**src/rtl/core/mtg_pkg.sv**
```systemverilog
// shared types, codes and reset values of the motor thermal guard
`default_nettype none

package mtg_pkg;

  // default widths for the top level parameters
  localparam int TEMP_BITS_DEF = 12;
  localparam int WAIT_BITS_DEF = 24;

  // configuration register widths and port geometry
  localparam int LIMIT_W   = 11;
  localparam int TIMEOUT_W = 24;
  localparam int DATA_W    = 32;
  localparam int ADDR_W    = 4;
  localparam int REG_IDX_W = 2;

  // register indexes on the configuration port
  localparam logic [REG_IDX_W-1:0] REG_LIMIT   = 2'd0;
  localparam logic [REG_IDX_W-1:0] REG_HYST    = 2'd1;
  localparam logic [REG_IDX_W-1:0] REG_TIMEOUT = 2'd2;

  // register reset values
  localparam logic [LIMIT_W-1:0]   LIMIT_RST   = 11'd600;
  localparam logic [LIMIT_W-1:0]   HYST_RST    = 11'd200;
  localparam logic [TIMEOUT_W-1:0] TIMEOUT_RST = 24'd1000000;

  // input commands
  localparam int CMD_W = 2;
  localparam logic [CMD_W-1:0] CMD_TEMP   = 2'd0;
  localparam logic [CMD_W-1:0] CMD_BUTTON = 2'd1;
  localparam logic [CMD_W-1:0] CMD_TICK   = 2'd2;

  // alarm / status codes
  localparam int STAT_W = 2;
  localparam logic [STAT_W-1:0] ST_NORMAL       = 2'd0;
  localparam logic [STAT_W-1:0] ST_OVERHEAT     = 2'd1;
  localparam logic [STAT_W-1:0] ST_SENSOR_FAULT = 2'd2;
  localparam logic [STAT_W-1:0] ST_SEAL_FAULT   = 2'd3;

  // control flags of the guard
  typedef struct packed {
    logic              relay_state;
    logic              stop_pending;
    logic [STAT_W-1:0] alarm_code;
    logic              alarm_seen;
    logic              resume_run;
  } flags_t;

  localparam flags_t FLAGS_RST = '{
    relay_state:  1'b0,
    stop_pending: 1'b0,
    alarm_code:   ST_NORMAL,
    alarm_seen:   1'b0,
    resume_run:   1'b0
  };

  // one result beat
  typedef struct packed {
    logic              motor_on;
    logic              buzzer_on;
    logic              alarm_led;
    logic [STAT_W-1:0] status;
    logic              stopping;
  } result_t;

endpackage

`default_nettype wire

```
**src/rtl/core/mtg_core.sv**
```systemverilog
// next-state and result logic of the guard for one event
`default_nettype none

module mtg_core #(
  parameter int TEMP_BITS = mtg_pkg::TEMP_BITS_DEF,
  parameter int WAIT_BITS = mtg_pkg::WAIT_BITS_DEF
) (
  input  wire mtg_pkg::flags_t                 flags_cur,
  input  wire logic [WAIT_BITS-1:0]            wait_cur,
  input  wire logic [mtg_pkg::CMD_W-1:0]       cmd,
  input  wire logic signed [TEMP_BITS-1:0]     temperature,
  input  wire logic                            sensor_fail,
  input  wire logic                            sealed,
  input  wire logic [mtg_pkg::LIMIT_W-1:0]     limit,
  input  wire logic [mtg_pkg::LIMIT_W-1:0]     hyst,
  input  wire logic [WAIT_BITS-1:0]            timeout,
  output mtg_pkg::flags_t                      flags_nxt,
  output logic [WAIT_BITS-1:0]                 wait_nxt,
  output mtg_pkg::result_t                     res
);

  // compare width covers the reading and limit minus hysteresis
  localparam int CW = ((TEMP_BITS > mtg_pkg::LIMIT_W) ? TEMP_BITS : mtg_pkg::LIMIT_W) + 2;

  logic signed [CW-1:0] temp_s;
  logic signed [CW-1:0] lim_s;
  logic signed [CW-1:0] clr_s;
  logic                 fault_now;

  // signed thresholds
  always_comb begin
    temp_s = CW'(temperature);
    lim_s  = $signed(CW'(limit));
    clr_s  = lim_s - $signed(CW'(hyst));
  end

  // event handling then alarm follow-up
  always_comb begin
    flags_nxt = flags_cur;
    wait_nxt  = wait_cur;

    case (cmd)
      mtg_pkg::CMD_TEMP: begin
        if (!flags_cur.alarm_code[1]) begin
          if (sensor_fail || temp_s[CW-1] || (temp_s == '0)) begin
            flags_nxt.alarm_code = mtg_pkg::ST_SENSOR_FAULT;
          end else begin
            if (temp_s >= lim_s) begin
              flags_nxt.alarm_code = mtg_pkg::ST_OVERHEAT;
            end
            if ((temp_s < clr_s) && (flags_nxt.alarm_code == mtg_pkg::ST_OVERHEAT)) begin
              flags_nxt.alarm_code = mtg_pkg::ST_NORMAL;
            end
          end
        end
      end
      mtg_pkg::CMD_BUTTON: begin
        if (flags_cur.alarm_code == mtg_pkg::ST_OVERHEAT) begin
          flags_nxt.resume_run = 1'b0;
        end else if ((flags_cur.alarm_code == mtg_pkg::ST_NORMAL) &&
                     !flags_cur.stop_pending) begin
          if (!flags_cur.relay_state) begin
            flags_nxt.relay_state = 1'b1;
          end else if (!sealed) begin
            flags_nxt.relay_state  = 1'b0;
            flags_nxt.stop_pending = 1'b0;
            wait_nxt               = '0;
          end else begin
            flags_nxt.stop_pending = 1'b1;
            wait_nxt               = timeout;
          end
        end
      end
      mtg_pkg::CMD_TICK: begin
        if (flags_cur.stop_pending) begin
          if (!sealed) begin
            flags_nxt.relay_state  = 1'b0;
            flags_nxt.stop_pending = 1'b0;
            wait_nxt               = '0;
          end else if (wait_cur <= WAIT_BITS'(1)) begin
            flags_nxt.relay_state  = 1'b0;
            flags_nxt.stop_pending = 1'b0;
            wait_nxt               = '0;
            flags_nxt.alarm_code   = mtg_pkg::ST_SEAL_FAULT;
          end else begin
            wait_nxt = wait_cur - WAIT_BITS'(1);
          end
        end
      end
      default: begin
      end
    endcase

    // alarm entry stops the motor, alarm exit may resume it
    fault_now = flags_nxt.alarm_code[1];
    if (flags_nxt.alarm_code != mtg_pkg::ST_NORMAL) begin
      if (!flags_nxt.alarm_seen) begin
        flags_nxt.alarm_seen = 1'b1;
        flags_nxt.resume_run = flags_nxt.relay_state;
      end
      if (fault_now) begin
        flags_nxt.resume_run = 1'b0;
      end
      if (flags_nxt.relay_state && !flags_nxt.stop_pending) begin
        if (!sealed) begin
          flags_nxt.relay_state  = 1'b0;
          flags_nxt.stop_pending = 1'b0;
          wait_nxt               = '0;
        end else begin
          flags_nxt.stop_pending = 1'b1;
          wait_nxt               = timeout;
        end
      end
    end else if (flags_nxt.alarm_seen) begin
      flags_nxt.alarm_seen = 1'b0;
      if (flags_nxt.resume_run) begin
        flags_nxt.relay_state  = 1'b1;
        flags_nxt.stop_pending = 1'b0;
        wait_nxt               = '0;
      end
      flags_nxt.resume_run = 1'b0;
    end
  end

  // result fields from the updated state
  always_comb begin
    res.motor_on  = flags_nxt.relay_state;
    res.buzzer_on = flags_nxt.alarm_code[1];
    res.alarm_led = (flags_nxt.alarm_code != mtg_pkg::ST_NORMAL);
    res.status    = flags_nxt.alarm_code;
    res.stopping  = flags_nxt.stop_pending;
  end

endmodule

`default_nettype wire

```
**src/rtl/core/motor_thermal_guard_controller_unit.sv**
```systemverilog
// top level of the motor thermal guard controller
`default_nettype none

// Motor relay controller with thermal protection. Each input beat carries one
// event (temperature reading, button press or control tick) and yields exactly
// one result beat with relay, buzzer, alarm LED, status and stopping outputs.
// The block takes one beat per clock: a beat is captured in an input register,
// the guard state and the result are then computed from it and written to the
// output register once that is free or draining, and throughput is one beat per
// cycle, limited only by downstream back-pressure on out_ready.
// Sensor and seal faults latch until reset. Limit, hysteresis and seal timeout
// are written through the APB port at byte addresses 0, 4 and 8; the user must
// write them only while idle, as the block itself does not enforce this.

module motor_thermal_guard_controller_unit #(
  parameter int TEMP_BITS = mtg_pkg::TEMP_BITS_DEF,
  parameter int WAIT_BITS = mtg_pkg::WAIT_BITS_DEF
) (
  input  wire logic                             clk,
  input  wire logic                             rst_n,
  // input channel
  input  wire logic                             in_valid,
  output logic                                  in_ready,
  input  wire logic [mtg_pkg::CMD_W-1:0]        in_cmd,
  input  wire logic signed [TEMP_BITS-1:0]      in_temperature,
  input  wire logic                             in_sensor_fail,
  input  wire logic                             in_sealed,
  // result channel
  output logic                                  out_valid,
  input  wire logic                             out_ready,
  output logic                                  out_motor_on,
  output logic                                  out_buzzer_on,
  output logic                                  out_alarm_led,
  output logic [mtg_pkg::STAT_W-1:0]            out_status,
  output logic                                  out_stopping,
  // configuration port
  input  wire logic                             psel,
  input  wire logic                             penable,
  input  wire logic                             pwrite,
  input  wire logic [mtg_pkg::ADDR_W-1:0]       paddr,
  input  wire logic [mtg_pkg::DATA_W-1:0]       pwdata,
  output logic [mtg_pkg::DATA_W-1:0]            prdata,
  output logic                                  pready
);

  logic [mtg_pkg::LIMIT_W-1:0]    limit_r;
  logic [mtg_pkg::LIMIT_W-1:0]    hyst_r;
  logic [mtg_pkg::TIMEOUT_W-1:0]  timeout_r;
  logic [WAIT_BITS-1:0]           timeout_w;
  logic [mtg_pkg::REG_IDX_W-1:0]  reg_idx;
  logic                           cfg_wr;

  logic                           stg_valid_r;
  logic [mtg_pkg::CMD_W-1:0]      stg_cmd_r;
  logic signed [TEMP_BITS-1:0]    stg_temp_r;
  logic                           stg_fail_r;
  logic                           stg_sealed_r;
  logic                           advance;

  mtg_pkg::flags_t                flags_r;
  mtg_pkg::flags_t                flags_nxt;
  logic [WAIT_BITS-1:0]           wait_count_r;
  logic [WAIT_BITS-1:0]           wait_count_nxt;
  mtg_pkg::result_t               res_nxt;
  mtg_pkg::result_t               res_r;
  logic                           out_valid_r;

  // configuration registers
  assign pready  = 1'b1;
  assign reg_idx = paddr[mtg_pkg::ADDR_W-1:2];
  assign cfg_wr  = psel && penable && pwrite && pready;

  always_ff @(posedge clk) begin
    if (!rst_n) begin
      limit_r   <= mtg_pkg::LIMIT_RST;
      hyst_r    <= mtg_pkg::HYST_RST;
      timeout_r <= mtg_pkg::TIMEOUT_RST;
    end else if (cfg_wr) begin
      case (reg_idx)
        mtg_pkg::REG_LIMIT:   limit_r   <= pwdata[mtg_pkg::LIMIT_W-1:0];
        mtg_pkg::REG_HYST:    hyst_r    <= pwdata[mtg_pkg::LIMIT_W-1:0];
        mtg_pkg::REG_TIMEOUT: timeout_r <= pwdata[mtg_pkg::TIMEOUT_W-1:0];
        default: begin
        end
      endcase
    end
  end

  // register read back
  always_comb begin
    case (reg_idx)
      mtg_pkg::REG_LIMIT:   prdata = mtg_pkg::DATA_W'(limit_r);
      mtg_pkg::REG_HYST:    prdata = mtg_pkg::DATA_W'(hyst_r);
      mtg_pkg::REG_TIMEOUT: prdata = mtg_pkg::DATA_W'(timeout_r);
      default:              prdata = '0;
    endcase
  end

  // timeout at the wait counter width
  assign timeout_w = WAIT_BITS'(timeout_r);

  // handshake: the stage moves when the output register is free or draining
  assign advance  = stg_valid_r && (!out_valid_r || out_ready);
  assign in_ready = !stg_valid_r || advance;

  // input register
  always_ff @(posedge clk) begin
    if (!rst_n) begin
      stg_valid_r <= 1'b0;
    end else if (in_ready) begin
      stg_valid_r <= in_valid;
    end
  end

  always_ff @(posedge clk) begin
    if (in_valid && in_ready) begin
      stg_cmd_r    <= in_cmd;
      stg_temp_r   <= in_temperature;
      stg_fail_r   <= in_sensor_fail;
      stg_sealed_r <= in_sealed;
    end
  end

  // guard logic
  mtg_core #(
    .TEMP_BITS (TEMP_BITS),
    .WAIT_BITS (WAIT_BITS)
  ) u_core (
    .flags_cur   (flags_r),
    .wait_cur    (wait_count_r),
    .cmd         (stg_cmd_r),
    .temperature (stg_temp_r),
    .sensor_fail (stg_fail_r),
    .sealed      (stg_sealed_r),
    .limit       (limit_r),
    .hyst        (hyst_r),
    .timeout     (timeout_w),
    .flags_nxt   (flags_nxt),
    .wait_nxt    (wait_count_nxt),
    .res         (res_nxt)
  );

  // guard state
  always_ff @(posedge clk) begin
    if (!rst_n) begin
      flags_r      <= mtg_pkg::FLAGS_RST;
      wait_count_r <= '0;
    end else if (advance) begin
      flags_r      <= flags_nxt;
      wait_count_r <= wait_count_nxt;
    end
  end

  // result register
  always_ff @(posedge clk) begin
    if (!rst_n) begin
      out_valid_r <= 1'b0;
    end else if (advance) begin
      out_valid_r <= 1'b1;
    end else if (out_ready) begin
      out_valid_r <= 1'b0;
    end
  end

  always_ff @(posedge clk) begin
    if (advance) begin
      res_r <= res_nxt;
    end
  end

  assign out_valid     = out_valid_r;
  assign out_motor_on  = res_r.motor_on;
  assign out_buzzer_on = res_r.buzzer_on;
  assign out_alarm_led = res_r.alarm_led;
  assign out_status    = res_r.status;
  assign out_stopping  = res_r.stopping;

  // a pending stop always has the relay still energized
  a_pending_relay: assert property (@(posedge clk) disable iff (!rst_n)
    flags_r.stop_pending |-> flags_r.relay_state)
    else $error("stop pending with relay released");

  // a latched fault never clears and never keeps a resume
  a_fault_latch: assert property (@(posedge clk) disable iff (!rst_n)
    flags_r.alarm_code[1] |=> flags_r.alarm_code[1])
    else $error("latched fault cleared");

  a_fault_no_resume: assert property (@(posedge clk) disable iff (!rst_n)
    flags_r.alarm_code[1] |-> !flags_r.resume_run)
    else $error("resume armed during fault");

  // state moves only together with a new result
  a_state_with_result: assert property (@(posedge clk) disable iff (!rst_n)
    !$stable(flags_r) |-> out_valid_r)
    else $error("state changed without a result");

endmodule

`default_nettype wire
```
**config.mk**
```make
export PLATFORM = sky130hd
export DESIGN_NAME = motor_thermal_guard_controller_unit
export DESIGN_NICKNAME = d
export VERILOG_FILES = /design/src/rtl/core/mtg_pkg.sv /design/src/rtl/core/mtg_core.sv /design/src/rtl/core/motor_thermal_guard_controller_unit.sv
export SDC_FILE = /design/constraint.sdc
export NUM_CORES = 1
export LEC_CHECK = 0
export ABC_AREA = 0
export BUFFER_PORTS_ARGS = -buffer_cell sky130_fd_sc_hd__buf_2
export CAP_MARGIN = 10
export CORE_UTILIZATION = 58
export CTS_CLUSTER_DIAMETER = 30
export DETAILED_ROUTE_END_ITERATION = 12
export GPL_TIMING_DRIVEN = 0
export HOLD_SLACK_MARGIN = 0.15
export PLACE_DENSITY_LB_ADDON = 0.1
export SETUP_SLACK_MARGIN = 0.05
export SYNTH_ARGS = -nofsm -noshare
export SYNTH_HDL_FRONTEND = slang
export SYNTH_SLANG_ARGS = --single-unit
```
**constraint.sdc**
```tcl
create_clock -name clk -period 5.59 [get_ports clk]
set_input_delay 0.559 -clock clk [delete_from_list [all_inputs] [get_ports clk]]
set_output_delay 0.559 -clock clk [all_outputs]
set_load 0.005 [all_outputs]
```
==> results by group, run 1 <==
Synth
  – Post-synth ARST share: 0
  – Area contributors post-synth: dfxtp_1, edfxtp_1, nand2_1, ha_1, a21oi_1
  – Top FF cell, synth: dfxtp_1
  – Post-synthesis cell type count: 79
  – Warnings, synthesis: 0
  – FF+latch count, synth: 99
  – Seq/Total Area, Yosys: 0.322
  – Post-synth top area share: 0.229
  – Syn Inst Count: 861
  – EDFF count, synth: 21
  – Mapped cell area: 6810 sq um
  – Dominant cell type by area after synthesis: dfxtp_1
  – Average size of a mapped cell: 7.91 sq um

Route
  – Routed Antenna Nets: 0
  – Routed vias: 7,233
  – Iteration-0 DRC Markers: 747
  – Vias/cell: 6.55
  – Drt total wl: approximately 22,000 microns
  – Detailed-route wire length per cell: 20.3 microns
  – Residual DRC: 0
  – Drt pass-1 iters: 7

Power
  – Max IR drop VDD: 0.194 mV
  – Power Density: 243 nW/um^2
  – Pwr Total: 1.88 mW
  – Leak: roughly 3.2 nW

Clock tree
  – Postcts setup bufs: 0
  – Maximum clock path buffer count: 2
  – CTS tree: yes
  – PostCTS Resize Cnt: 0
  – H-tree depth: 3
  – Clk root buf: clkbuf_16
  – Cts hold-fix bufs: 0
  – Skew-Pair Late Insertion Delay: approximately 370 ps
  – Cts bufs inserted: 9
  – Worst-path clk slew: 80 ps
  – Clk sinks: 99

STA
  – Post-route setup TNS: 0 ps
  – Crit path time final: 5260 ps
  – Slew @ Worst Pin: about 1100 ps
  – Period utilisation layout: 0.940
  – Final worst clock skew: 11.7 ps
  – Fin. Hold Viols: 0
  – Worst Slack Setup Final: 335 ps
  – RSZ-0062 raised after global routing: true
  – Final setup viols: 0
  – Fmax: 190 MHz
  – Slew Limit Fails: 0
  – Slew HR: 0.244

Placement
  – Buffers added on ports: 78
  – Pre-CTS setup slack: 182 ps
  – RD Place Congestion: 1.01
  – HPWL after DPL: approximately 17,000 microns

Global route
  – Global-route usage over all layers: 0.379
  – First-pass GRT wire length: 34,500 microns
  – Number of global-route vias before repair: 6,731
  – Largest net degree at the start of global routing: 20
  – Gr ovfl total: 0
  – Initial antenna violation count: 0

Critical path
  – CP Data Arrival Time: 5530 ps
  – Most common cell on crit path: inv_1
  – CP top delay family: compound AO/OA/AOI/OAI gates
  – Critical-path maximum fanout: 10
  – Setup CP Type: reg2reg
  – Crit path capture type: flip-flop
  – CP cell instances: inv_1 > ha_1 > inv_1 > fa_1 > a21o_1 > a21oi_1 > o21bai_1 > a21oi_1 > o21ai_0 > nor4b_1 > nor4_1 > ha_1 > and3_1 > a221oi_1 > a2111o_1 > a211oi_2 > nor2_1 > inv_1 > buf_2 > a221oi_1 > a211oi_1
  – Crit path required time: 5870 ps
  – CP bufs+invs: 4
  – CP max stage delay: 560 ps
  – CP startpoint kind: flip-flop
  – Crit-path slowest cell: a211oi_2

Floorplan
  – Core Area: between 10,000 and 15,000 sq um
  – I/O pin count: 100
  – Die Wd: 110 microns
  – Die area: 12,200 sq um
  – Die Span Y: 110 microns
  – Initial cell density of the core: 0.596
  – Rows: 39

Final layout
  – Commonest non-fill, non-tap cells in the layout: nand2_1, buf_2, dfxtp_1, a21oi_1, o21ai_0
  – # diodes: 0
  – Layout Nets: roughly 1,100
  – Commonest non-fill, non-tap cell in the layout: nand2_1
  – P&R area growth vs syn: 13.4%
  – Share of cells above drive strength 1: 0.146

Worst hold path
  – Hold WC Path Type: in2reg

Status
  – Status: completed

Flow run
  – Max-cap violations: 0
==> final timing paths <==
path | startpoint | to | slack [ps] | cells after the start
worst max-delay path | limit_r[0] | wait_count_r[15] | 330 | 21
worst min-delay path | in_temperature[9] | stg_temp_r[9] | 370 | 1
worst min register to register | hyst_r[4] | hyst_r[4] | 480 | 2
worst max register to register | limit_r[0] | wait_count_r[15] | 330 | 21
==> state kept, by name, indices dropped and copies added, names as in the netlist <==
register / count
out_status: 1
out_stopping: 1
stg_sealed_r: 1
out_motor_on: 1
out_alarm_led: 1
out_valid: 1
stg_temp_r: 12
wait_count_r: 24
flags_r: 6
out_buzzer_on: 1
stg_cmd_r: 2
timeout_r: 24
hyst_r: 11
stg_valid_r: 1
stg_fail_r: 1
limit_r: 11
==> cell type report <==
type / count / area [sq um]
Buffer: 61 / 294
Clock buffer: 10 / 239
Clock inverter: 6 / 65.1
Fill cell: 954 / 3700
Inverter: 44 / 165
Multi-Input combinational cell: 664 / 4200
Sequential cell: 99 / 2190
Tap cell: 143 / 179
Timing Repair Buffer: 78 / 390
==> metrics by stage <==
| step | hold slack [ps] | instances | util | cell area [sq um] |
|---|---|---|---|---|
| final | 366 | 1105 | 0.676 | 7720 |
| after global routing | 358 | 1105 | 0.676 | 7720 |
| after CTS | 362 | 1105 | 0.675 | 7710 |
| after detailed placement | 466 | 1089 | 0.649 | 7410 |
| after global placement | 460 | 1089 | 0.649 | 7410 |
| after floorplan | 444 | 868 | - | 6840 |
==> cell usage after synthesis (5+ instances only) <==
cell type / count
nand4_1: 7
nor4_1: 11
ha_1: 38
or2_2: 5
and2_1: 23
buf_4: 11
nor2b_1: 14
edfxtp_1: 21
o21ai_0: 49
or3_1: 5
o21a_1: 5
a221oi_1: 11
a22o_1: 8
dfxtp_1: 78
a211oi_1: 13
clkbuf_1: 42
nand2_1: 127
and3_1: 8
mux2i_1: 15
a21o_1: 11
a22oi_1: 9
xnor2_1: 7
a311oi_1: 5
nand2b_1: 9
nor2_1: 46
nand3_1: 36
o211ai_1: 11
buf_2: 5
o211a_1: 6
a21oi_1: 72
nor3_1: 22
inv_1: 43
==> where the power goes <==
group | switching (mW) | internal (mW)
sequential | 0.0316 | 0.758
clock | 0.318 | 0.330
combinational | 0.272 | 0.167
total | 0.622 | 1.26
==> per-layer routing <==
metal  track usage  vias to the layer above  share of wire
met5             0                        -              0
met4         0.211                        0          0.046
met3        0.0823                       91          0.096
met2         0.624                      458           0.48
met1         0.458                     3363           0.38
li1              -                     3321              -
==> cells by family after synthesis <==
family / after synthesis / synth area share
flops: 99 / 0.322
simple gates: 340 / 0.252
compound gates: 247 / 0.244
fa+ha+maj: 39 / 0.0728
buf+inv: 105 / 0.0671
xor+xnor: 10 / 0.0129
other cells: 2 / 0.00110
mux: 19 / 0.0287
==> worst reg2reg max path, delay by kind of cell (launching register included) <==
kind,cells,cell delay [ps]
adder cells (fa/ha/maj),3,880
buffers and inverters,4,660
AO/OA/AOI/OAI,10,2380
flip-flops,1,380
AND/OR/NAND/NOR,4,880
(Power assumes the default switching activity.)
==> run 2: changes to the inputs <==
Clock period 5.59 ns to 5.5 ns, I/O delays scaled along.
==> results by group, run 2 (synthesis results as in run 1) <==
Status
  – Status: completed

Clock tree
  – CTS tree: yes
  – Clk sinks: 99 (unchanged)
  – Cts bufs inserted: 9 (unchanged)
  – Maximum clock path buffer count: 2 (unchanged)
  – Worst-path clk slew: 80 ps (about the same)
  – Clk root buf: clkbuf_16
  – Skew-Pair Late Insertion Delay: 360 ps (about the same)
  – H-tree depth: 3 (unchanged)

STA
  – Worst Slack Setup Final: 390 ps (+55.3 ps)
  – RSZ-0062 raised after global routing: false
  – Post-route setup TNS: 0 ps (unchanged)
  – Slew @ Worst Pin: 1160 ps (+26.8 ps)
  – Crit path time final: 5110 ps (-145 ps)
  – Period utilisation layout: 0.929 (-0.0110)
  – Final setup viols: 0 (unchanged)
  – Fin. Hold Viols: 0 (unchanged)
  – Fmax: 196 MHz (+2.8%)
  – Slew Limit Fails: 0 (unchanged)
  – Slew HR: 0.226 (-0.0179)
  – Final worst clock skew: 10.6 ps (-1.13 ps)

Critical path
  – R2R Setup Slk: 390 ps (+60 ps)
  – R2r endpoint: wait_count_r[15]
  – Crit path required time: 5720 ps (-150 ps)
  – R2R depth: 21 (unchanged)
  – Setup crit end: wait_count_r[15]
  – CP startpoint kind: flip-flop
  – Crit path capture type: flip-flop
  – Crit Reg-Reg Startpoint: limit_r[0]
  – Critical-path maximum fanout: 10 (unchanged)
  – CP Data Arrival Time: 5330 ps (-200 ps)
  – Worst Setup SP: limit_r[0]
  – Setup CP Type: reg2reg

Route
  – Vias/cell: 6.57 (+0.39%)
  – Residual DRC: 0 (unchanged)
  – Routed vias: 7,261 (+0.39%)
  – Detailed-route wire length per cell: 20.3 microns (-0.15%)
  – Routed Antenna Nets: 0 (unchanged)
  – Drt total wl: 22,400 microns (-0.15%)
  – Iteration-0 DRC Markers: 688 (-7.9%)
  – Drt pass-1 iters: 5 (-2)

Power
  – Clk pwr share: 0.344 (about the same)
  – Power Density: 247 nW/um^2 (+1.5%)
  – P_sw: 0.632 mW (+1.7%)
  – Max IR drop VDD: 0.197 mV (+1.5%)
  – Sw Share: 0.331 (about the same)
  – Comb pwr share: 0.235 (about the same)
  – Int Power: 1.28 mW (+1.7%)
  – Leak: 3.24 nW (about the same)
  – Flop pwr share: 0.421 (about the same)

Floorplan
  – I/O pin count: 100 (unchanged)
  – Core Area: 11,400 sq um (unchanged)
  – Initial cell density of the core: 0.596 (unchanged)
  – Die Wd: 110 microns (unchanged)
  – Die area: 12,200 sq um (unchanged)
  – Die Span Y: 110 microns (unchanged)
  – Rows: 39 (unchanged)

Final layout
  – # diodes: 0 (unchanged)
  – P&R area growth vs syn: 13.5%
  – Commonest non-fill, non-tap cell in the layout: nand2_1
  – Share of cells above drive strength 1: 0.147 (+0.00104)
  – Top Registers: timeout_r x24, wait_count_r x24, stg_temp_r x12
  – Area of the multi-input gates: 4210 sq um (+0.24%)
  – Layout Nets: 1,055 (unchanged)
  – Sequential Area: 2190 sq um (unchanged)
  – Commonest non-fill, non-tap cells in the layout: nand2_1, buf_2, dfxtp_1, a21oi_1, o21ai_0
  – # fillers: 952 (-0.21%)

Global route
  – Initial antenna violation count: 0 (unchanged)
  – Number of global-route vias before repair: 6,722 (-0.13%)
  – Global-route usage over all layers: 0.380 (+0.00100)
  – Largest net degree at the start of global routing: 20 (unchanged)
  – Gr ovfl total: 0 (unchanged)
  – First-pass GRT wire length: 34,500 microns (+0.24%)

Placement
  – Buffers added on ports: 78 (unchanged)
  – HPWL after DPL: 16,700 microns (unchanged)
  – RD Place Congestion: 1.01 (unchanged)
  – Pre-CTS setup slack: 91.9 ps (-90.0 ps)

Worst hold path
  – Hold WC Path Type: in2reg

Flow run
  – Max-cap violations: 0 (unchanged)
-- run 2: cell types whose count changed in the layout (fill, tap and decap cells not counted) --
cell / change
a211oi_2: -1
a211oi_4: +1
nor2_1: -1
nor2_2: +1
-- run 2: timing repair --
| item | CTS | global route |
|---|---|---|
| hold endpoints to repair | 0 | 0 |
| setup endpoints to repair | 8 | 20 |
| cloned | 0 | 0 |
| hold buffers | 0 | 0 |
| resized for setup | 1 | 7 |
| setup buffers | 0 | 0 |
-- run 2: final cells by class --
| type | count | area share |
|---|---|---|
| Clock inverter | 6 | 0.00841 |
| Multi-Input combinational cell | 664 | 0.544 |
| Sequential cell | 99 | 0.283 |
| Inverter | 44 | 0.0214 |
| Buffer | 61 | 0.0380 |
| Tap cell | 143 | 0.0231 |
| Timing Repair Buffer | 78 | 0.0505 |
| Clock buffer | 10 | 0.0309 |
-- run 2: how the worst min path moves through the flow --
stage / from / end / cells after the start
3_3_place_gp: hyst_r[10] / hyst_r[10] / 2
3_5_place_dp: hyst_r[5] / hyst_r[5] / 2
4_1_cts: in_temperature[10] / stg_temp_r[10] / 1
2_1_floorplan: flags_r[0] / flags_r[0] / 2
5_1_grt: in_temperature[8] / stg_temp_r[8] / 1
6_report: in_temperature[9] / stg_temp_r[9] / 1
-- run 2: per-stage QoR --
step	std cells	hold WS, ps	area [sq um]	total power [mW]	utilization
3_3_place_gp	1089	460	7410	1.24	0.649
5_1_grt	1105	349	7730	1.98	0.677
2_1_floorplan	868	444	6840	1.11	-
4_1_cts	1105	353	7710	1.90	0.676
3_5_place_dp	1089	466	7410	1.25	0.649
6_report	1105	358	7730	1.91	0.677
-- run 2: power by group through the flow --
stage               registers [mW]  clock network, mW  logic, mW
finish                       0.803              0.657      0.448
global route                 0.806              0.688      0.486
CTS                          0.801              0.663      0.432
detailed placement           0.817                  0      0.428
global placement             0.816                  0      0.422
floorplan                    0.807                  0      0.304
-- run 2: worst max-delay path: stages (launching register included) --
cell and delay, ps:
dfxtp_1 380, inv_1 90, ha_1 170, inv_1 50, fa_1 400, a21o_1 180
a21oi_1 230, o21bai_1 100, a21oi_1 220, o21ai_0 220, and4b_1 230, nor4_1 310
ha_1 310, and3_1 180, a221oi_1 440, o311a_1 350, a211oi_4 110, nor2_2 270
inv_1 170, buf_2 240, a221oi_1 240, a211oi_1 80
-- run 2: metal layers --
layer	part of all wire	GRT usage	vias up	wire length (microns)
met4	0.045	0.206	0	1010
met5	0	0	-	0
met3	0.10	0.0823	86	2330
met2	0.48	0.628	456	10700
li1	-	-	3320	-
met1	0.37	0.460	3399	8360
